### src/hdl/swq_pkg.sv
// Package for the semaphore wait-queue table: command and status codes,
// request and result structs. No dependencies.
package swq_pkg;

    localparam int KEY_W = 31;
    localparam int PID_W = 4;

    typedef enum logic [1:0] {
        CMD_BLOCK  = 2'd0,
        CMD_POP    = 2'd1,
        CMD_REMOVE = 2'd2,
        CMD_PEEK   = 2'd3
    } cmd_t;

    typedef enum logic [1:0] {
        ST_OK      = 2'd0,
        ST_MISSING = 2'd1,
        ST_FULL    = 2'd2,
        ST_INVALID = 2'd3
    } status_t;

    typedef struct packed {
        logic [1:0]       cmd;
        logic [KEY_W-1:0] sem_key;
        logic [PID_W-1:0] proc_id;
    } req_t;

    typedef struct packed {
        logic [1:0]       status;
        logic [PID_W-1:0] proc_out;
        logic [4:0]       slots_in_use;
    } rsp_t;

endpackage

### src/hdl/swq_ram.sv
// Generic single-port RAM with registered read.
// No dependencies.
module swq_ram #(
    parameter int WIDTH = 8,
    parameter int DEPTH = 16
) (
    input  logic                                         clk,
    input  logic                                         we,
    input  logic [((DEPTH > 1) ? $clog2(DEPTH) : 1)-1:0] addr,
    input  logic [WIDTH-1:0]                             wdata,
    output logic [WIDTH-1:0]                             rdata
);
    logic [WIDTH-1:0] mem [DEPTH];

    // Write, and registered read (a read during a write returns the old data)
    always_ff @(posedge clk)
    begin
        if (we)
        begin
            mem[addr] <= wdata;
        end
        rdata <= mem[addr];
    end
endmodule

### src/hdl/semaphore_wait_queue_table.sv
// Semaphore wait-queue table top level: sequencer plus shared key compare.
// Depends on swq_pkg and swq_ram.
//
// A request is taken when start is high and busy is low; busy then stays high
// until the single result appears on rsp for one cycle with done high. The
// receiver cannot stall, so the result must be captured in that cycle. Every
// request first reads the wait record, then scans all slots in turn through
// one key comparator, also noting the lowest free slot, then reads the slot
// head and tail, decides and writes. Block, peek, a failed request and a pop
// that empties its queue then show done; a pop that leaves a queue behind
// first fetches and writes the new head. Remove-given walks the queue link by
// link, passing at most MAX_PROCS links, and unlinks the process it finds.
// Busy drops to idle before the next request is taken. Slot keys, heads,
// tails, next links and wait keys live in memories; active flags and wait
// flags are flip-flops cleared by reset and gate every memory read.
module semaphore_wait_queue_table #(
    parameter int MAX_PROCS = 16
) (
    input  logic          clk,
    input  logic          rst_n,
    input  logic          start,
    input  swq_pkg::req_t req,
    output logic          busy,
    output logic          done,
    output swq_pkg::rsp_t rsp
);
    localparam int AW = (MAX_PROCS > 1) ? $clog2(MAX_PROCS) : 1;
    localparam int KW = swq_pkg::KEY_W;
    localparam int PW = swq_pkg::PID_W;

    typedef enum logic [9:0] {
        S_IDLE  = 10'b0000000001,
        S_WKRD  = 10'b0000000010,
        S_SCAN  = 10'b0000000100,
        S_SCMP  = 10'b0000001000,
        S_HRD   = 10'b0000010000,
        S_HUSE  = 10'b0000100000,
        S_WALK  = 10'b0001000000,
        S_WCMP  = 10'b0010000000,
        S_FIX   = 10'b0100000000,
        S_DONE  = 10'b1000000000
    } state_t;

    state_t            state_reg, state_next;
    swq_pkg::cmd_t     cmd_reg;
    logic [KW-1:0]     key_reg;
    logic [PW-1:0]     pid_reg;
    logic [AW:0]       idx_reg;
    logic [AW-1:0]     slot_reg;
    logic              hit_reg;
    logic [AW-1:0]     free_reg;
    logic              free_any_reg;
    logic [AW-1:0]     cur_reg, prev_reg, tail_reg;
    logic              has_prev_reg;
    logic [AW:0]       steps_reg;
    logic [MAX_PROCS-1:0] active_reg;
    logic [MAX_PROCS-1:0] waiting_reg;
    logic [4:0]        used_reg;
    logic [1:0]        status_reg;
    logic [PW-1:0]     pout_reg;

    // Memory ports
    logic          sk_we, hd_we, tl_we, nx_we, wk_we;
    logic [AW-1:0] sk_a, hd_a, tl_a, nx_a, wk_a;
    logic [KW-1:0] sk_wd, sk_rd, wk_wd, wk_rd;
    logic [AW-1:0] hd_wd, hd_rd, tl_wd, tl_rd, nx_wd, nx_rd;

    swq_ram #(.WIDTH(KW), .DEPTH(MAX_PROCS)) u_key
        (.clk(clk), .we(sk_we), .addr(sk_a), .wdata(sk_wd), .rdata(sk_rd));
    swq_ram #(.WIDTH(AW), .DEPTH(MAX_PROCS)) u_head
        (.clk(clk), .we(hd_we), .addr(hd_a), .wdata(hd_wd), .rdata(hd_rd));
    swq_ram #(.WIDTH(AW), .DEPTH(MAX_PROCS)) u_tail
        (.clk(clk), .we(tl_we), .addr(tl_a), .wdata(tl_wd), .rdata(tl_rd));
    swq_ram #(.WIDTH(AW), .DEPTH(MAX_PROCS)) u_next
        (.clk(clk), .we(nx_we), .addr(nx_a), .wdata(nx_wd), .rdata(nx_rd));
    swq_ram #(.WIDTH(KW), .DEPTH(MAX_PROCS)) u_wkey
        (.clk(clk), .we(wk_we), .addr(wk_a), .wdata(wk_wd), .rdata(wk_rd));

    logic [AW-1:0] pid_a;
    logic          pid_ok;
    logic          wait_ok;
    logic          blk_ok;
    logic [AW-1:0] idx_a;
    logic          key_eq;
    logic [AW:0]   lim;

    assign lim     = (AW + 1)'(MAX_PROCS);
    assign pid_a   = AW'(pid_reg);
    assign pid_ok  = ({{(32-PW){1'b0}}, pid_reg} < 32'(MAX_PROCS));
    assign wait_ok = pid_ok && waiting_reg[pid_a];
    assign blk_ok  = (key_reg != '0) && pid_ok && !waiting_reg[pid_a];
    assign idx_a   = idx_reg[AW-1:0];
    // Shared comparator: scanned slot key against request key
    assign key_eq  = (sk_rd == key_reg);

    assign busy = (state_reg != S_IDLE);
    assign done = (state_reg == S_DONE);
    assign rsp.status       = status_reg;
    assign rsp.proc_out     = (status_reg == swq_pkg::ST_OK) ? pout_reg : '0;
    assign rsp.slots_in_use = used_reg;

    // Next state, memory addresses and write enables
    always_comb
    begin
        sk_we = 1'b0; hd_we = 1'b0; tl_we = 1'b0; nx_we = 1'b0; wk_we = 1'b0;
        sk_a = idx_a; hd_a = slot_reg; tl_a = slot_reg; nx_a = cur_reg;
        wk_a = pid_a;
        sk_wd = key_reg; hd_wd = pid_a; tl_wd = pid_a; nx_wd = pid_a;
        wk_wd = key_reg;
        state_next = state_reg;
        unique case (state_reg)
            S_IDLE:
            begin
                // Fetch the wait record of the incoming process
                wk_a = AW'(req.proc_id);
                if (start)
                    state_next = S_WKRD;
            end
            S_WKRD:  state_next = S_SCAN;
            S_SCAN:  state_next = (idx_reg == lim) ? S_HRD : S_SCMP;
            S_SCMP:  state_next = S_SCAN;
            S_HRD:   state_next = S_HUSE;
            S_HUSE:
            begin
                // Link a blocked process in, or open a new slot for it
                if (cmd_reg == swq_pkg::CMD_BLOCK && blk_ok && (hit_reg || free_any_reg))
                begin
                    wk_we = 1'b1;
                    tl_we = 1'b1;
                    if (hit_reg)
                    begin
                        nx_we = 1'b1;
                        nx_a  = tl_rd;
                    end
                    else
                    begin
                        sk_we = 1'b1;
                        hd_we = 1'b1;
                        sk_a  = free_reg;
                        hd_a  = free_reg;
                        tl_a  = free_reg;
                    end
                end
                // Fetch the successor of the head for a pop
                if (cmd_reg == swq_pkg::CMD_POP)
                    nx_a = hd_rd;
                if (cmd_reg == swq_pkg::CMD_POP && key_reg != '0 && hit_reg &&
                    hd_rd != tl_rd)
                    state_next = S_FIX;
                else if (cmd_reg == swq_pkg::CMD_REMOVE && wait_ok && hit_reg)
                    state_next = S_WALK;
                else
                    state_next = S_DONE;
            end
            S_WALK:
            begin
                if (steps_reg == lim)
                    state_next = S_DONE;
                else if (cur_reg == pid_a)
                    state_next = S_FIX;
                else if (cur_reg == tail_reg)
                    state_next = S_DONE;
                else
                    state_next = S_WCMP;
            end
            S_WCMP:  state_next = S_WALK;
            S_FIX:
            begin
                // Unlink the removed process from its queue
                if (cmd_reg == swq_pkg::CMD_POP)
                begin
                    hd_we = 1'b1;
                    hd_wd = nx_rd;
                end
                else if (!has_prev_reg)
                begin
                    if (pid_a != tail_reg)
                    begin
                        hd_we = 1'b1;
                        hd_wd = nx_rd;
                    end
                end
                else
                begin
                    nx_we = 1'b1;
                    nx_a  = prev_reg;
                    nx_wd = nx_rd;
                    if (pid_a == tail_reg)
                    begin
                        tl_we = 1'b1;
                        tl_wd = prev_reg;
                    end
                end
                state_next = S_DONE;
            end
            S_DONE:  state_next = S_IDLE;
            default: state_next = S_IDLE;
        endcase
    end

    // Sequencer datapath
    always_ff @(posedge clk or negedge rst_n)
    begin
        if (!rst_n)
        begin
            state_reg    <= S_IDLE;
            cmd_reg      <= swq_pkg::CMD_BLOCK;
            key_reg      <= '0;
            pid_reg      <= '0;
            idx_reg      <= '0;
            slot_reg     <= '0;
            hit_reg      <= 1'b0;
            free_reg     <= '0;
            free_any_reg <= 1'b0;
            cur_reg      <= '0;
            prev_reg     <= '0;
            tail_reg     <= '0;
            has_prev_reg <= 1'b0;
            steps_reg    <= '0;
            active_reg   <= '0;
            waiting_reg  <= '0;
            used_reg     <= '0;
            status_reg   <= swq_pkg::ST_MISSING;
            pout_reg     <= '0;
        end
        else
        begin
            state_reg <= state_next;
            unique case (state_reg)
                S_IDLE:
                begin
                    if (start)
                    begin
                        cmd_reg      <= swq_pkg::cmd_t'(req.cmd);
                        key_reg      <= (req.cmd == swq_pkg::CMD_REMOVE) ? '0 : req.sem_key;
                        pid_reg      <= req.proc_id;
                        idx_reg      <= '0;
                        hit_reg      <= 1'b0;
                        slot_reg     <= '0;
                        free_reg     <= '0;
                        free_any_reg <= 1'b0;
                    end
                end
                S_WKRD:
                begin
                    // Remove-given takes its key from the wait record
                    if (cmd_reg == swq_pkg::CMD_REMOVE && wait_ok)
                        key_reg <= wk_rd;
                end
                S_SCAN:
                begin
                end
                S_SCMP:
                begin
                    if (!hit_reg && active_reg[idx_a] && key_eq)
                    begin
                        hit_reg  <= 1'b1;
                        slot_reg <= idx_a;
                    end
                    if (!free_any_reg && !active_reg[idx_a])
                    begin
                        free_any_reg <= 1'b1;
                        free_reg     <= idx_a;
                    end
                    idx_reg <= idx_reg + (AW + 1)'(1);
                end
                S_HRD:
                begin
                end
                S_HUSE:
                begin
                    status_reg   <= swq_pkg::ST_MISSING;
                    pout_reg     <= '0;
                    cur_reg      <= hd_rd;
                    tail_reg     <= tl_rd;
                    prev_reg     <= '0;
                    has_prev_reg <= 1'b0;
                    steps_reg    <= '0;
                    unique case (cmd_reg)
                        swq_pkg::CMD_BLOCK:
                        begin
                            if (!blk_ok)
                                status_reg <= swq_pkg::ST_INVALID;
                            else if (hit_reg)
                            begin
                                status_reg <= swq_pkg::ST_OK;
                                waiting_reg[pid_a] <= 1'b1;
                            end
                            else if (!free_any_reg)
                                status_reg <= swq_pkg::ST_FULL;
                            else
                            begin
                                status_reg <= swq_pkg::ST_OK;
                                waiting_reg[pid_a] <= 1'b1;
                                active_reg[free_reg] <= 1'b1;
                                used_reg <= used_reg + 5'd1;
                            end
                        end
                        swq_pkg::CMD_POP, swq_pkg::CMD_PEEK:
                        begin
                            if (key_reg == '0)
                                status_reg <= swq_pkg::ST_INVALID;
                            else if (hit_reg)
                            begin
                                status_reg <= swq_pkg::ST_OK;
                                pout_reg   <= PW'(hd_rd);
                                if (cmd_reg == swq_pkg::CMD_POP)
                                begin
                                    waiting_reg[hd_rd] <= 1'b0;
                                    if (hd_rd == tl_rd)
                                    begin
                                        active_reg[slot_reg] <= 1'b0;
                                        used_reg <= used_reg - 5'd1;
                                    end
                                end
                            end
                        end
                        swq_pkg::CMD_REMOVE:
                        begin
                            if (!pid_ok)
                                status_reg <= swq_pkg::ST_INVALID;
                        end
                    endcase
                end
                S_WALK:
                begin
                end
                S_WCMP:
                begin
                    // Advance one link along the queue
                    prev_reg     <= cur_reg;
                    has_prev_reg <= 1'b1;
                    cur_reg      <= nx_rd;
                    steps_reg    <= steps_reg + (AW + 1)'(1);
                end
                S_FIX:
                begin
                    if (cmd_reg == swq_pkg::CMD_REMOVE)
                    begin
                        status_reg <= swq_pkg::ST_OK;
                        pout_reg   <= pid_reg;
                        waiting_reg[pid_a] <= 1'b0;
                        if (!has_prev_reg && pid_a == tail_reg)
                        begin
                            active_reg[slot_reg] <= 1'b0;
                            used_reg <= used_reg - 5'd1;
                        end
                    end
                end
                S_DONE:
                begin
                end
                default:
                begin
                end
            endcase
        end
    end

    // Assertions
    a_done_pulse: assert property (@(posedge clk) disable iff (!rst_n)
        done |=> !done)
        else $error("done held");
    a_busy_done: assert property (@(posedge clk) disable iff (!rst_n)
        done |-> busy)
        else $error("done while idle");
    a_idle_after: assert property (@(posedge clk) disable iff (!rst_n)
        done |=> !busy)
        else $error("busy after done");
    a_state_hot: assert property (@(posedge clk) disable iff (!rst_n)
        $onehot(state_reg))
        else $error("state not one-hot");
    a_used_cnt: assert property (@(posedge clk) disable iff (!rst_n)
        done |-> (used_reg == 5'($countones(active_reg))))
        else $error("slot count mismatch");
endmodule
### config.mk
export PLATFORM = sky130hd
export DESIGN_NAME = semaphore_wait_queue_table
export DESIGN_NICKNAME = d
export VERILOG_FILES = /design/src/hdl/swq_pkg.sv /design/src/hdl/swq_ram.sv /design/src/hdl/semaphore_wait_queue_table.sv
export SDC_FILE = /design/constraint.sdc
export NUM_CORES = 2
export LEC_CHECK = 0
export ABC_AREA = 1
export BUFFER_PORTS_ARGS = -buffer_cell sky130_fd_sc_hd__clkbuf_2
export CAP_MARGIN = 20
export CORE_UTILIZATION = 35
export DETAILED_ROUTE_END_ITERATION = 16
export SETUP_SLACK_MARGIN = 0.1
export SLEW_MARGIN = 25
export SYNTH_ARGS = -nofsm -noshare
export SYNTH_HDL_FRONTEND = slang
export SYNTH_HIERARCHICAL = 1
export SYNTH_SLANG_ARGS = --single-unit
export TNS_END_PERCENT = 100
### constraint.sdc
create_clock -name clk -period 6.6 [get_ports clk]
set_input_delay 1.32 -clock clk [delete_from_list [all_inputs] [get_ports clk]]
set_output_delay 1.32 -clock clk [all_outputs]
set_load 0.02 [all_outputs]
==> results.cfg <==
[timing]
fmaxAchievable_mhz = 196.5
fin_skew_ns = 0.04561
relSlewSlack = 0.2577
hold_ws_ns = 0.4993
rsz0062_at_grt = false
fin_crit_sh = 0.7712
tightest_slew_ns = 1.111
slew_violations = 0
hold_viol_final = 0
fin_crit_ns = 5.090
setup_viol = 0
fin_tns_setup_ns = 0

[pwr]
internal_power_mw = 17.64
clkPwrFrac = 0.300
pwr-share-comb = 0.306
power.density_nw_per_um2 = 407.3
p_leak_nw = 28.51
max-vdd-ir-drop_uv = 356.2
swShare = 0.3626
switchingPower_mw = 10.04
p_seq_frac = 0.394

[layout]
final_nets = 6280
reg_top3 = u_key/mem: 496 flops, u_wkey/mem: 496 flops
area_delta_synth_final_pct = 12.75
finish.utilization = 0.3993
n_fill_cell = 16464
multi_input_area_um2 = 17520
drive_gt1_frac = 0.08705
seq_area_um2 = 40120

[route]
via_count = 41320
finalWirelength_um = 155400
drc = 0
wl_per_cell_um = 17.96
via_per_inst = 4.776
dr.pass1.iters = 6
ant_nets = 0
drtIter0Drc = 3700

[setup_path]
critPathLaunchType = flip-flop
required_ns = 7.30
crit_fanout = 35
criticalPathCategory = reg2reg
cp-end-kind = flip-flop
arrival_ns = 5.79

[die]
start_util = 0.3541
pin_count = 53
fp.dieH_um = 417.0
rows = 151
coreArea_um2 = 170200
die-area_um2 = 173900
die_x_um = 417.0

[logic_synthesis]
avgSynthCellArea_um2 = 9.756
syn-cell-area_um2 = 60290
synth_edf_count = 1184
synth_cell_types = 54
ys.flop_type = edfxtp_1
async_reset_ff_frac = 0.08907
ys_seq_elements = 1381
netlist_instances = 6179
ys_warn_count = 6
ys_seq_area_frac = 0.6654
syn-num-nets = 6225

[outcome]
outcome = finished, final reports clean

[cts]
cts_resized = 0
cts_root_buf = clkbuf_16
clkTransAtPathRegs_ns = 0.06
cts_tree = built
clock_path_buffers = 3
cts_sinks = 1381
postCtsHoldBufs = 0
post-cts-setup-buffers = 0
worstSkewPairLatency_ns = 0.78
numCtsBuffers = 145
htreeDepth = 4

[flow_run]
cap_violations = 0

[global_route]
grt_max_degree = 212
grt_pass1_vias = 39819
track_usage = 0.1771
grt_pass1_wl_um = 237500
antenna_found_initial = 3
grt_overflow_total = 0

[place]
hpwl_um = 90110
io_buffers = 52
gp_congestion = 0.8695

[worst_hold_path]
hold_class = reg2reg
[power groups by stage]
stage                     Sequential (mW)  Combinational [mW]  Clock [mW]
after global placement               11.1                8.43           0
after CTS                            10.9                8.54        8.45
after detailed placement             11.1                8.50           0
after global routing                 10.9                9.55        8.79
final                                10.9                8.48        8.30
after floorplan                      11.4                5.61           0
[placed cells by master, fill, tap and decap left out, drive strengths merged, types with 15 or more instances in the layout]
master     n
nand3     57
buf      118
edfxtp  1184
a21oi     61
nand4     38
clkbuf   249
dfrtp    121
dfxtp     74
nand2   3574
inv      321
o221ai    17
nor2     212
clkinv    49
xor2      28
o22ai     15
o21ai    162
[worst paths after layout]
path	from	end	cells past startpoint	slack [ns]
setup / recovery	key_reg[6]	u_key/rdata[15]	18	1.51
hold / removal	waiting_reg[12]	waiting_reg[12]	2	0.50
setup reg to reg	key_reg[6]	u_key/rdata[15]	18	1.51
hold reg to reg	waiting_reg[12]	waiting_reg[12]	2	0.50
max in group asynchronous	rst_n	status_reg[0]	2	4.85
min in group asynchronous	rst_n	active_reg[10]	1	0.66
[final cells by class]
class,count,area share
well taps,2295,0.04225
inverters,317,0.01813
clock buffers,198,0.05992
flip-flops and latches,1381,0.5902
repair buffers,169,0.01972
clock inverters,68,0.01187
diodes,3,0.0001104
multi-input cells,4220,0.2578
[cells by family (layout without fill, tap and decap cells)]
family,Yosys count,count (layout),synth area share
buffers and inverters,578,752,0.04952
xor gates and xnor gates,37,37,0.005376
AOI/OAI and AO/OA,266,266,0.02491
DFF,1381,1381,0.6654
and+or+nand+nor,3911,3911,0.2535
other,0,3,0
adders and majority gates,6,6,0.001245
[worst max-delay path, cell delays in order, from the launching register on]
cell	delay (ns)
dfrtp_1	0.35
buf_4	0.25
nor2_1	0.16
nand2_1	0.09
nor2_1	0.13
nand2_1	0.09
nor2_1	0.58
inv_1	0.20
nand2_4	0.18
nor4_4	0.04
buf_4	0.23
o21ai_0	0.72
nand2_1	0.48
inv_1	0.86
buf_4	0.39
nand2_1	0.09
nand2_1	0.07
inv_1	0.03
nand2_1	0.05
[routing by layer]
| metal | routed length, um | GRT usage | part of all wire |
|---|---|---|---|
| met5 | 0 | 0 | 0 |
| met4 | 3824 | 0.05571 | 0.025 |
| met3 | 8907 | 0.02565 | 0.057 |
| met1 | 68670 | 0.2394 | 0.44 |
| met2 | 73980 | 0.2929 | 0.48 |
[cells in the mapped netlist (20+ instances only)]
library cell	number	area [um^2]
edfxtp_1	1184	35550
o21ai_1	57	285.3
buf_2	100	500.5
buf_6	61	686.9
nand2_2	64	400.4
a21oi_1	50	250.2
nand2_1	3507	13160
buf_4	20	150.1
inv_1	297	1115
nand3_1	51	255.2
dfxtp_1	74	1481
dfrtp_1	121	3028
nand4_1	37	231.5
xor2_1	28	245.2
nor2_1	198	743.2
o21ai_0	103	515.5
clkbuf_1	65	244.0
[stage by stage]
| step | setup slack, ns | cells | instance area (um^2) | power (mW) |
|---|---|---|---|---|
| after detailed placement | 1.636 | 8381 | 63060 | 19.59 |
| final | 1.510 | 8651 | 67970 | 27.68 |
| after global placement | 1.472 | 8380 | 63030 | 19.51 |
| after CTS | 1.629 | 8647 | 67940 | 27.90 |
| after floorplan | 2.367 | 6179 | 60290 | 17.05 |
| after global routing | 1.356 | 8651 | 67970 | 29.27 |
Note: power is estimated with default switching activity, not from simulation.
